--- config.mk ---
export PLATFORM = sky130hd
export DESIGN_NAME = md5_byte_stream_hasher_top
export DESIGN_NICKNAME = d
export VERILOG_FILES = /design/src/rtl/md5bsh_pkg.sv /design/src/rtl/md5bsh_step.sv /design/src/rtl/md5bsh_block_buf.sv /design/src/rtl/md5_byte_stream_hasher_top.sv
export SDC_FILE = /design/constraint.sdc
export NUM_CORES = 2
export LEC_CHECK = 0
export BUFFER_PORTS_ARGS = -buffer_cell sky130_fd_sc_hd__clkbuf_2
export CELL_PAD_IN_SITES_DETAIL_PLACEMENT = 1
export CELL_PAD_IN_SITES_GLOBAL_PLACEMENT = 1
export CORE_UTILIZATION = 47
export CTS_CLUSTER_DIAMETER = 100
export DETAILED_ROUTE_END_ITERATION = 12
export PLACE_DENSITY_LB_ADDON = 0.1
export SYNTH_ARGS = -nofsm -noshare
export SYNTH_HDL_FRONTEND = slang
export SYNTH_SLANG_ARGS = --single-unit
--- constraint.sdc ---
create_clock -name clock -period 17.5 [get_ports clock]
set_input_delay 3.5 -clock clock [delete_from_list [all_inputs] [get_ports clock]]
set_output_delay 3.5 -clock clock [all_outputs]
set_load 0.02 [all_outputs]
--- src/rtl/md5bsh_pkg.sv ---
// shared types, constants and step tables of the md5 byte stream hasher
// no dependencies; used by md5bsh_step, md5bsh_block_buf and the top level
`default_nettype none

package md5bsh_pkg;

   localparam int WORD_W  = 32;
   localparam int BYTE_W  = 8;
   localparam int COUNT_W = 64;
   localparam int STEP_W  = 6;
   localparam int WIDX_W  = 4;
   localparam int POS_W   = 6;

   localparam logic FUNC_BYTE   = 1'b0;
   localparam logic FUNC_FINISH = 1'b1;

   // first byte position that pushes the length into an extra block
   localparam logic [POS_W-1:0] PAD_SPILL_POS = 6'd56;
   localparam logic [STEP_W-1:0] LAST_STEP    = 6'd63;
   localparam logic [BYTE_W-1:0] PAD_MARKER   = 8'h80;

   localparam logic [WORD_W-1:0] IV_A = 32'h67452301;
   localparam logic [WORD_W-1:0] IV_B = 32'hefcdab89;
   localparam logic [WORD_W-1:0] IV_C = 32'h98badcfe;
   localparam logic [WORD_W-1:0] IV_D = 32'h10325476;

   typedef enum logic [1:0] {
      ST_IDLE,
      ST_COMPRESS,
      ST_EMIT
   } state_type;

   typedef enum logic [1:0] {
      BLK_DATA,       // plain 64-byte message block
      BLK_PAD_FIRST,  // block holding the 0x80 marker
      BLK_PAD_LEN     // extra block holding only the length
   } blk_mode_type;

   typedef struct packed {
      blk_mode_type         mode;
      logic [POS_W-1:0]     pos;
      logic [COUNT_W-1:0]   bit_len;
   } pad_ctrl_type;

   typedef logic [WORD_W-1:0] word_type;

   function automatic word_type step_const(input logic [STEP_W-1:0] i);
      word_type k;
      case (i)
         6'd0:  k = 32'hd76aa478;  6'd1:  k = 32'he8c7b756;
         6'd2:  k = 32'h242070db;  6'd3:  k = 32'hc1bdceee;
         6'd4:  k = 32'hf57c0faf;  6'd5:  k = 32'h4787c62a;
         6'd6:  k = 32'ha8304613;  6'd7:  k = 32'hfd469501;
         6'd8:  k = 32'h698098d8;  6'd9:  k = 32'h8b44f7af;
         6'd10: k = 32'hffff5bb1;  6'd11: k = 32'h895cd7be;
         6'd12: k = 32'h6b901122;  6'd13: k = 32'hfd987193;
         6'd14: k = 32'ha679438e;  6'd15: k = 32'h49b40821;
         6'd16: k = 32'hf61e2562;  6'd17: k = 32'hc040b340;
         6'd18: k = 32'h265e5a51;  6'd19: k = 32'he9b6c7aa;
         6'd20: k = 32'hd62f105d;  6'd21: k = 32'h02441453;
         6'd22: k = 32'hd8a1e681;  6'd23: k = 32'he7d3fbc8;
         6'd24: k = 32'h21e1cde6;  6'd25: k = 32'hc33707d6;
         6'd26: k = 32'hf4d50d87;  6'd27: k = 32'h455a14ed;
         6'd28: k = 32'ha9e3e905;  6'd29: k = 32'hfcefa3f8;
         6'd30: k = 32'h676f02d9;  6'd31: k = 32'h8d2a4c8a;
         6'd32: k = 32'hfffa3942;  6'd33: k = 32'h8771f681;
         6'd34: k = 32'h6d9d6122;  6'd35: k = 32'hfde5380c;
         6'd36: k = 32'ha4beea44;  6'd37: k = 32'h4bdecfa9;
         6'd38: k = 32'hf6bb4b60;  6'd39: k = 32'hbebfbc70;
         6'd40: k = 32'h289b7ec6;  6'd41: k = 32'heaa127fa;
         6'd42: k = 32'hd4ef3085;  6'd43: k = 32'h04881d05;
         6'd44: k = 32'hd9d4d039;  6'd45: k = 32'he6db99e5;
         6'd46: k = 32'h1fa27cf8;  6'd47: k = 32'hc4ac5665;
         6'd48: k = 32'hf4292244;  6'd49: k = 32'h432aff97;
         6'd50: k = 32'hab9423a7;  6'd51: k = 32'hfc93a039;
         6'd52: k = 32'h655b59c3;  6'd53: k = 32'h8f0ccc92;
         6'd54: k = 32'hffeff47d;  6'd55: k = 32'h85845dd1;
         6'd56: k = 32'h6fa87e4f;  6'd57: k = 32'hfe2ce6e0;
         6'd58: k = 32'ha3014314;  6'd59: k = 32'h4e0811a1;
         6'd60: k = 32'hf7537e82;  6'd61: k = 32'hbd3af235;
         6'd62: k = 32'h2ad7d2bb;  6'd63: k = 32'heb86d391;
         default: k = '0;
      endcase
      return k;
   endfunction

   function automatic logic [4:0] rot_amount(input logic [STEP_W-1:0] i);
      logic [4:0] s;
      case ({i[5:4], i[1:0]})
         4'h0: s = 5'd7;   4'h1: s = 5'd12;  4'h2: s = 5'd17;  4'h3: s = 5'd22;
         4'h4: s = 5'd5;   4'h5: s = 5'd9;   4'h6: s = 5'd14;  4'h7: s = 5'd20;
         4'h8: s = 5'd4;   4'h9: s = 5'd11;  4'ha: s = 5'd16;  4'hb: s = 5'd23;
         4'hc: s = 5'd6;   4'hd: s = 5'd10;  4'he: s = 5'd15;  4'hf: s = 5'd21;
         default: s = 5'd0;
      endcase
      return s;
   endfunction

   // message word used by step i
   function automatic logic [WIDX_W-1:0] msg_index(input logic [STEP_W-1:0] i);
      logic [WIDX_W-1:0] j;
      logic [WIDX_W-1:0] g;
      j = i[3:0];
      case (i[5:4])
         2'd0:    g = j;
         2'd1:    g = j * 4'd5 + 4'd1;
         2'd2:    g = j * 4'd3 + 4'd5;
         2'd3:    g = j * 4'd7;
         default: g = j;
      endcase
      return g;
   endfunction

endpackage

`default_nettype wire

--- src/rtl/md5bsh_step.sv ---
// one md5 step: boolean function, four-way add and left rotate
// depends on md5bsh_pkg for the step constant and rotate tables
`default_nettype none

module md5bsh_step (
   input  wire logic [md5bsh_pkg::STEP_W-1:0] step_idx,
   input  wire md5bsh_pkg::word_type          a_in,
   input  wire md5bsh_pkg::word_type          b_in,
   input  wire md5bsh_pkg::word_type          c_in,
   input  wire md5bsh_pkg::word_type          d_in,
   input  wire md5bsh_pkg::word_type          msg_word,
   output md5bsh_pkg::word_type               b_out
);
   import md5bsh_pkg::*;

   word_type                f_val;
   word_type                sum;
   logic [4:0]              shamt;
   logic [2*WORD_W-1:0]     rot_wide;

   always_comb begin
      case (step_idx[5:4])
         2'd0:    f_val = d_in ^ (b_in & (c_in ^ d_in));
         2'd1:    f_val = c_in ^ (d_in & (b_in ^ c_in));
         2'd2:    f_val = b_in ^ c_in ^ d_in;
         2'd3:    f_val = c_in ^ (b_in | ~d_in);
         default: f_val = '0;
      endcase
      sum      = a_in + f_val + step_const(step_idx) + msg_word;
      shamt    = rot_amount(step_idx);
      rot_wide = {sum, sum} << shamt;
      b_out    = b_in + rot_wide[2*WORD_W-1:WORD_W];
   end

endmodule

`default_nettype wire

--- src/rtl/md5bsh_block_buf.sv ---
// 16-word message block buffer with byte write and padded word read
// depends on md5bsh_pkg for the padding control struct
`default_nettype none

module md5bsh_block_buf (
   input  wire logic                          clock,
   input  wire logic                          wr_en,
   input  wire logic [md5bsh_pkg::POS_W-1:0]  wr_pos,
   input  wire logic [md5bsh_pkg::BYTE_W-1:0] wr_byte,
   input  wire logic [md5bsh_pkg::WIDX_W-1:0] rd_idx,
   input  wire md5bsh_pkg::pad_ctrl_type      pad_ctrl,
   output md5bsh_pkg::word_type               rd_word
);
   import md5bsh_pkg::*;

   word_type block_ff [16];

   logic [WIDX_W-1:0] pad_w;
   logic [1:0]        pad_lane;
   word_type          stored;
   word_type          keep_mask;
   word_type          marker;
   logic              len_slot;
   word_type          len_word;

   always_ff @(posedge clock) begin
      if (wr_en) begin
         block_ff[wr_pos[5:2]][{wr_pos[1:0], 3'b000} +: BYTE_W] <= wr_byte;
      end
   end

   always_comb begin
      pad_w    = pad_ctrl.pos[5:2];
      pad_lane = pad_ctrl.pos[1:0];
      stored   = block_ff[rd_idx];
      case (pad_lane)
         2'd0:    keep_mask = 32'h0000_0000;
         2'd1:    keep_mask = 32'h0000_00ff;
         2'd2:    keep_mask = 32'h0000_ffff;
         2'd3:    keep_mask = 32'h00ff_ffff;
         default: keep_mask = '0;
      endcase
      marker   = {24'd0, PAD_MARKER} << {pad_lane, 3'b000};
      len_slot = (rd_idx == 4'd14) || (rd_idx == 4'd15);
      len_word = rd_idx[0] ? pad_ctrl.bit_len[63:32] : pad_ctrl.bit_len[31:0];
      case (pad_ctrl.mode)
         BLK_DATA: rd_word = stored;
         BLK_PAD_FIRST: begin
            if (len_slot && (pad_ctrl.pos < PAD_SPILL_POS)) begin
               rd_word = len_word;
            end else if (rd_idx < pad_w) begin
               rd_word = stored;
            end else if (rd_idx == pad_w) begin
               rd_word = (stored & keep_mask) | marker;
            end else begin
               rd_word = '0;
            end
         end
         BLK_PAD_LEN: rd_word = len_slot ? len_word : '0;
         default: rd_word = stored;
      endcase
   end

endmodule

`default_nettype wire

--- src/rtl/md5_byte_stream_hasher_top.sv ---
// top level of the md5 byte stream hasher: sequencer, chaining words, output
// depends on md5bsh_pkg, md5bsh_step and md5bsh_block_buf
`default_nettype none

// MD5 over a byte stream. Each request word carries one message byte
// (req_tuser = 0) or a finish command (req_tuser = 1). A byte is taken
// whenever the block is idle; the byte that completes a 64-byte block
// starts compression, in which the single shared step unit runs one MD5
// step per cycle. Finish pads the message and compresses one block, or
// two when 56 or more bytes of the last block are pending, then presents
// the four digest words on the response channel, low word first
// (rsp_tuser is the word index, rsp_tlast marks word 3). req_tready is
// low throughout compression and digest output. After the last digest
// word is taken the chaining words and byte count return to their initial
// values and a new message may start.
module md5_byte_stream_hasher_top (
   input  wire logic        clock,
   input  wire logic        reset,
   input  wire logic        req_tvalid,
   output logic             req_tready,
   input  wire logic [7:0]  req_tdata,   // [7:0] data_byte
   input  wire logic        req_tuser,   // [0] func
   output logic             rsp_tvalid,
   input  wire logic        rsp_tready,
   output logic [31:0]      rsp_tdata,   // [31:0] digest_word
   output logic [1:0]       rsp_tuser,   // [1:0] word_index
   output logic             rsp_tlast    // last_word
);
   import md5bsh_pkg::*;

   // sequencer and block state
   state_type             state_ff, state_in;
   blk_mode_type          mode_ff, mode_in;
   logic [STEP_W-1:0]     step_ff, step_in;
   logic [1:0]            widx_ff, widx_in;
   logic [COUNT_W-1:0]    count_ff, count_in;
   word_type              chain_ff [4];
   word_type              chain_in [4];

   // working registers of the compression
   word_type              wa_ff, wb_ff, wc_ff, wd_ff;
   word_type              wa_in, wb_in, wc_in, wd_in;

   logic                  req_accept;
   logic                  buf_wr_en;
   pad_ctrl_type          pad_ctrl;
   word_type              msg_word;
   word_type              step_b;
   word_type              sum_a, sum_b, sum_c, sum_d;

   assign req_accept = req_tvalid && req_tready;

   assign pad_ctrl.mode    = mode_ff;
   assign pad_ctrl.pos     = count_ff[POS_W-1:0];
   assign pad_ctrl.bit_len = {count_ff[COUNT_W-4:0], 3'b000};

   md5bsh_block_buf u_block_buf (
      .clock    (clock),
      .wr_en    (buf_wr_en),
      .wr_pos   (count_ff[POS_W-1:0]),
      .wr_byte  (req_tdata),
      .rd_idx   (msg_index(step_ff)),
      .pad_ctrl (pad_ctrl),
      .rd_word  (msg_word)
   );

   md5bsh_step u_step (
      .step_idx (step_ff),
      .a_in     (wa_ff),
      .b_in     (wb_ff),
      .c_in     (wc_ff),
      .d_in     (wd_ff),
      .msg_word (msg_word),
      .b_out    (step_b)
   );

   // chaining update after the last step (a,c,d rotate in from d,b,c)
   assign sum_a = chain_ff[0] + wd_ff;
   assign sum_b = chain_ff[1] + step_b;
   assign sum_c = chain_ff[2] + wb_ff;
   assign sum_d = chain_ff[3] + wc_ff;

   always_ff @(posedge clock) begin
      if (reset) begin
         state_ff    <= ST_IDLE;
         mode_ff     <= BLK_DATA;
         step_ff     <= '0;
         widx_ff     <= '0;
         count_ff    <= '0;
         chain_ff[0] <= IV_A;
         chain_ff[1] <= IV_B;
         chain_ff[2] <= IV_C;
         chain_ff[3] <= IV_D;
      end else begin
         state_ff <= state_in;
         mode_ff  <= mode_in;
         step_ff  <= step_in;
         widx_ff  <= widx_in;
         count_ff <= count_in;
         chain_ff <= chain_in;
      end
   end

   always_ff @(posedge clock) begin
      wa_ff <= wa_in;
      wb_ff <= wb_in;
      wc_ff <= wc_in;
      wd_ff <= wd_in;
   end

   always_comb begin
      state_in   = state_ff;
      mode_in    = mode_ff;
      step_in    = step_ff;
      widx_in    = widx_ff;
      count_in   = count_ff;
      chain_in   = chain_ff;
      wa_in      = wa_ff;
      wb_in      = wb_ff;
      wc_in      = wc_ff;
      wd_in      = wd_ff;
      req_tready = 1'b0;
      rsp_tvalid = 1'b0;
      buf_wr_en  = 1'b0;

      case (state_ff)
         ST_IDLE: begin
            req_tready = 1'b1;
            if (req_accept) begin
               // working registers start from the chaining words
               wa_in   = chain_ff[0];
               wb_in   = chain_ff[1];
               wc_in   = chain_ff[2];
               wd_in   = chain_ff[3];
               step_in = '0;
               if (req_tuser == FUNC_BYTE) begin
                  buf_wr_en = 1'b1;
                  count_in  = count_ff + 64'd1;
                  mode_in   = BLK_DATA;
                  // block full: compress it
                  if (count_ff[POS_W-1:0] == LAST_STEP) begin
                     state_in = ST_COMPRESS;
                  end
               end else begin
                  mode_in  = BLK_PAD_FIRST;
                  state_in = ST_COMPRESS;
               end
            end
         end

         ST_COMPRESS: begin
            step_in = step_ff + 6'd1;
            wa_in   = wd_ff;
            wb_in   = step_b;
            wc_in   = wb_ff;
            wd_in   = wc_ff;
            if (step_ff == LAST_STEP) begin
               chain_in[0] = sum_a;
               chain_in[1] = sum_b;
               chain_in[2] = sum_c;
               chain_in[3] = sum_d;
               // next block, if any, starts from the new chaining words
               wa_in = sum_a;
               wb_in = sum_b;
               wc_in = sum_c;
               wd_in = sum_d;
               if (mode_ff == BLK_PAD_FIRST && count_ff[POS_W-1:0] >= PAD_SPILL_POS) begin
                  mode_in = BLK_PAD_LEN;
               end else if (mode_ff == BLK_DATA) begin
                  state_in = ST_IDLE;
               end else begin
                  widx_in  = '0;
                  state_in = ST_EMIT;
               end
            end
         end

         ST_EMIT: begin
            rsp_tvalid = 1'b1;
            if (rsp_tready) begin
               widx_in = widx_ff + 2'd1;
               if (widx_ff == 2'd3) begin
                  // digest delivered: back to initial state
                  chain_in[0] = IV_A;
                  chain_in[1] = IV_B;
                  chain_in[2] = IV_C;
                  chain_in[3] = IV_D;
                  count_in    = '0;
                  mode_in     = BLK_DATA;
                  state_in    = ST_IDLE;
               end
            end
         end

         default: begin
            state_in = ST_IDLE;
         end
      endcase
   end

   assign rsp_tdata = chain_ff[widx_ff];
   assign rsp_tuser = widx_ff;
   assign rsp_tlast = (widx_ff == 2'd3);

endmodule

`default_nettype wire

==> metrics <==
RSZ-0062 raised after global routing false; critical path's slowest cell sky130_fd_sc_hd__a31oi_1; post-synth design cell area 53700 um2; number of buffers created by CTS 98; Post-synth EDFFs 640; share of Yosys cell area claimed by the top area cell type a little over a third; Crit. End Element register; CTS tree built; gpl congestion 0.970; hold-critical path endpoint rsp_tuser[1]$_SDFFE_PP0P_; storage element area 24000 um2; Async S/R FF share, synth 0%; # hold bufs at CTS 0; Hold Path Cell Cnt 2; Critical Path Fanout Max 28; Hold Crit Start rsp_tuser[1]$_SDFFE_PP0P_; Setup crit start kind register; max-slew violation count 0; Clk Tree Root Cell sky130_fd_sc_hd__clkbuf_16; Critical Path Most Common Cell sky130_fd_sc_hd__o21ai_0; cell family with most CP delay compound AO/OA/AOI/OAI gates; Post-Syn Area per Cell 10.2 um2; synthesis warning total 0; core box area 113000 um2; arrival time worst endpoint 15670 ps; Area growth syn-to-layout 9.03%; cell count after synthesis 5279; library cell occupying the most area in the post-synthesis netlist sky130_fd_sc_hd__edfxtp_1; worst max-slew margin expressed relative to the limit 18.2%; total global-route track usage 33.0%; Primary FF master, synth sky130_fd_sc_hd__edfxtp_1; HPWL Detailed 136000 um; deepest clock path buffer count 3; HP Class reg -> reg; pin count of the biggest net entering global routing 103; effective utilization at floorplan between 40% and 50%; critical path launch point step_ff[0]$_SDFFE_PP0P_; crit-path max cell delay roughly 950 ps; fraction of final layout cells sized beyond drive strength 1 10.5%; vias in the first global route between 40000 and 50000; cells resized by post-CTS repair 0; logic depth of the worst setup path including buffers 53; final worst path period share approximately 87%; global-route wire length before repair 286000 um; Final Hold Viols 0; total iterations of the first detailed-routing run 7; number of antenna violations at the first check in global routing 10; wire per inst 28.5 um; final setup fails 0; drc violations 0; measured slew at the worst slew-check pin 1210 ps; total number of placement rows 123; die span in y 340 um; number of register bits inferred by synthesis between 800 and 900; ranking of synthesized cells by area sky130_fd_sc_hd__edfxtp_1, sky130_fd_sc_hd__dfxtp_1, sky130_fd_sc_hd__mux4_2; number of vias in the routed layout 43700; I/O pin total 50; DRT iter0 DRCs 4334; Die X 340 um; Max Clock Skew 42.0 ps; register area share after synthesis 44.7%; total nets after synthesis 5593; category of the critical setup timing path reg -> reg; nets 5502; WL final 193000 um; worst reg-to-reg path cell count 53; Critical Path RT about 18000 ps; maximum level of the CTS H-tree 3; setup slack, reg-to-reg 2270 ps; number of buffers inserted by post-CTS setup repair 0; Via-to-Cell Ratio 6.45; GR Overflow Total 0; worst-skew pair later-pin latency 730 ps; number of max-capacitance violations reported 0; Port Buffer Count 49; Highest Clock Rate 65.6 MHz; status completed; total negative setup slack 0 ps; die outline area 116000 um2; sinks on the clock net 878; clock edge transition at the registers on the reported setup and hold paths 60 ps; start of the worst register-to-register path step_ff[0]$_SDFFE_PP0P_; number of distinct library cells after synthesis 97; Antenna Nets Post-Route 0; combined area of the multi-input logic cells 28100 um2; terminus of the critical flop-to-flop path wb_ff[31]$_DFFE_PP_; WP buf/inv 5; time the final worst path needs with I/O delays and setup 15230 ps; fill cell total of the finished layout around 12000
## metal layers
metal	GRT usage (%)	vias up	part of all wire (%)	wire (um)
met4	9.48	6	2.8	5440
met5	0	-	0.019	37
li1	-	19400	-	-
met1	49.2	22300	46	88600
met3	5.97	271	8.1	15600
met2	48.8	1665	43	83700
## worst max-delay path by stage
stage,end,slack [ps]
6_report,wb_ff[31]$_DFFE_PP_,2270
5_1_grt,wb_ff[31]$_DFFE_PP_,1390
4_1_cts,wb_ff[31]$_DFFE_PP_,2540
3_5_place_dp,wb_ff[31]$_DFFE_PP_,2610
3_3_place_gp,wb_ff[31]$_DFFE_PP_,2990
2_1_floorplan,wb_ff[31]$_DFFE_PP_,4570
## cell type report
type | count | share of cell area [%]
diodes | 4 | 0.0171
repair buffers | 121 | 1.41
clock buffers | 126 | 4.52
flip-flops and latches | 878 | 41.0
clock inverters | 57 | 0.998
inverters | 138 | 0.896
multi-input cells | 3951 | 48.0
well taps | 1500 | 3.21
## stage by stage
| stage | setup slack (ps) | cell area (um2) | utilization (%) | instances | hold slack (ps) |
|---|---|---|---|---|---|
| floorplan | 4570 | 53700 | - | 5279 | 457 |
| global placement | 2990 | 55300 | 49.0 | 6588 | 453 |
| detailed placement | 2610 | 55300 | 49.0 | 6588 | 471 |
| CTS | 2540 | 58500 | 51.9 | 6771 | 480 |
| global route | 1390 | 58500 | 51.9 | 6772 | 512 |
| finish | 2270 | 58500 | 51.9 | 6775 | 491 |
## worst min-delay path, stage by stage (launching register included)
cell and delay (ps):
sky130_fd_sc_hd__dfxtp_2 340, sky130_fd_sc_hd__nand2_1 60, sky130_fd_sc_hd__a21oi_1 50
## flip-flops by register name, indices dropped and copies added, names as in the netlist, named ones only
signal,cells
mode_ff,2
rsp_tuser,2
step_ff,6
state_ff,2
wa_ff,32
wb_ff,32
u_step.shamt,5
count_ff,61
chain_ff,128
wd_ff,32
wc_ff,32
u_block_buf.block_ff,512
## cells in the mapped netlist (96+ instances only)
| master | instances |
|---|---|
| sky130_fd_sc_hd__o21ai_0 | 264 |
| sky130_fd_sc_hd__a21oi_1 | 399 |
| sky130_fd_sc_hd__nand3_1 | 133 |
| sky130_fd_sc_hd__clkbuf_1 | 254 |
| sky130_fd_sc_hd__xor2_1 | 122 |
| sky130_fd_sc_hd__nand2_1 | 682 |
| sky130_fd_sc_hd__inv_1 | 133 |
| sky130_fd_sc_hd__dfxtp_1 | 238 |
| sky130_fd_sc_hd__a31oi_1 | 183 |
| sky130_fd_sc_hd__mux4_2 | 161 |
| sky130_fd_sc_hd__xnor2_1 | 132 |
| sky130_fd_sc_hd__ha_1 | 232 |
| sky130_fd_sc_hd__edfxtp_1 | 640 |
| sky130_fd_sc_hd__nor2_1 | 562 |
| sky130_fd_sc_hd__mux2i_1 | 96 |
## cell usage in the layout (no fill, tap or decap), types with 71 or more instances in the layout
cell                          n
sky130_fd_sc_hd__nand2_1    679
sky130_fd_sc_hd__edfxtp_1   640
sky130_fd_sc_hd__nor2_1     559
sky130_fd_sc_hd__a21oi_1    398
sky130_fd_sc_hd__o21ai_0    264
sky130_fd_sc_hd__dfxtp_1    233
sky130_fd_sc_hd__ha_1       231
sky130_fd_sc_hd__a31oi_1    183
sky130_fd_sc_hd__mux4_2     161
sky130_fd_sc_hd__xnor2_1    132
sky130_fd_sc_hd__nand3_1    132
sky130_fd_sc_hd__inv_1      130
sky130_fd_sc_hd__xor2_1     122
sky130_fd_sc_hd__clkbuf_16   98
sky130_fd_sc_hd__mux2i_1     96
sky130_fd_sc_hd__a21o_1      75
sky130_fd_sc_hd__o22ai_1     71
## logic make-up (layout without fill, tap and decap cells)
| family | count (synthesis) | count (layout) | synth area share (%) |
|---|---|---|---|
| multiplexers | 298 | 298 | 9.43 |
| XOR/XNOR | 259 | 259 | 4.35 |
| AO/OA/AOI/OAI | 1369 | 1369 | 16.1 |
| flip-flops | 878 | 878 | 44.7 |
| AND/OR/NAND/NOR | 1692 | 1692 | 13.6 |
| other | 0 | 4 | 0 |
| adder cells (fa/ha/maj) | 333 | 333 | 8.58 |
| buffers and inverters | 450 | 442 | 3.25 |
Power is not shown: default switching activity piles up to over one toggle a cycle in this logic, so the estimate is an artifact.
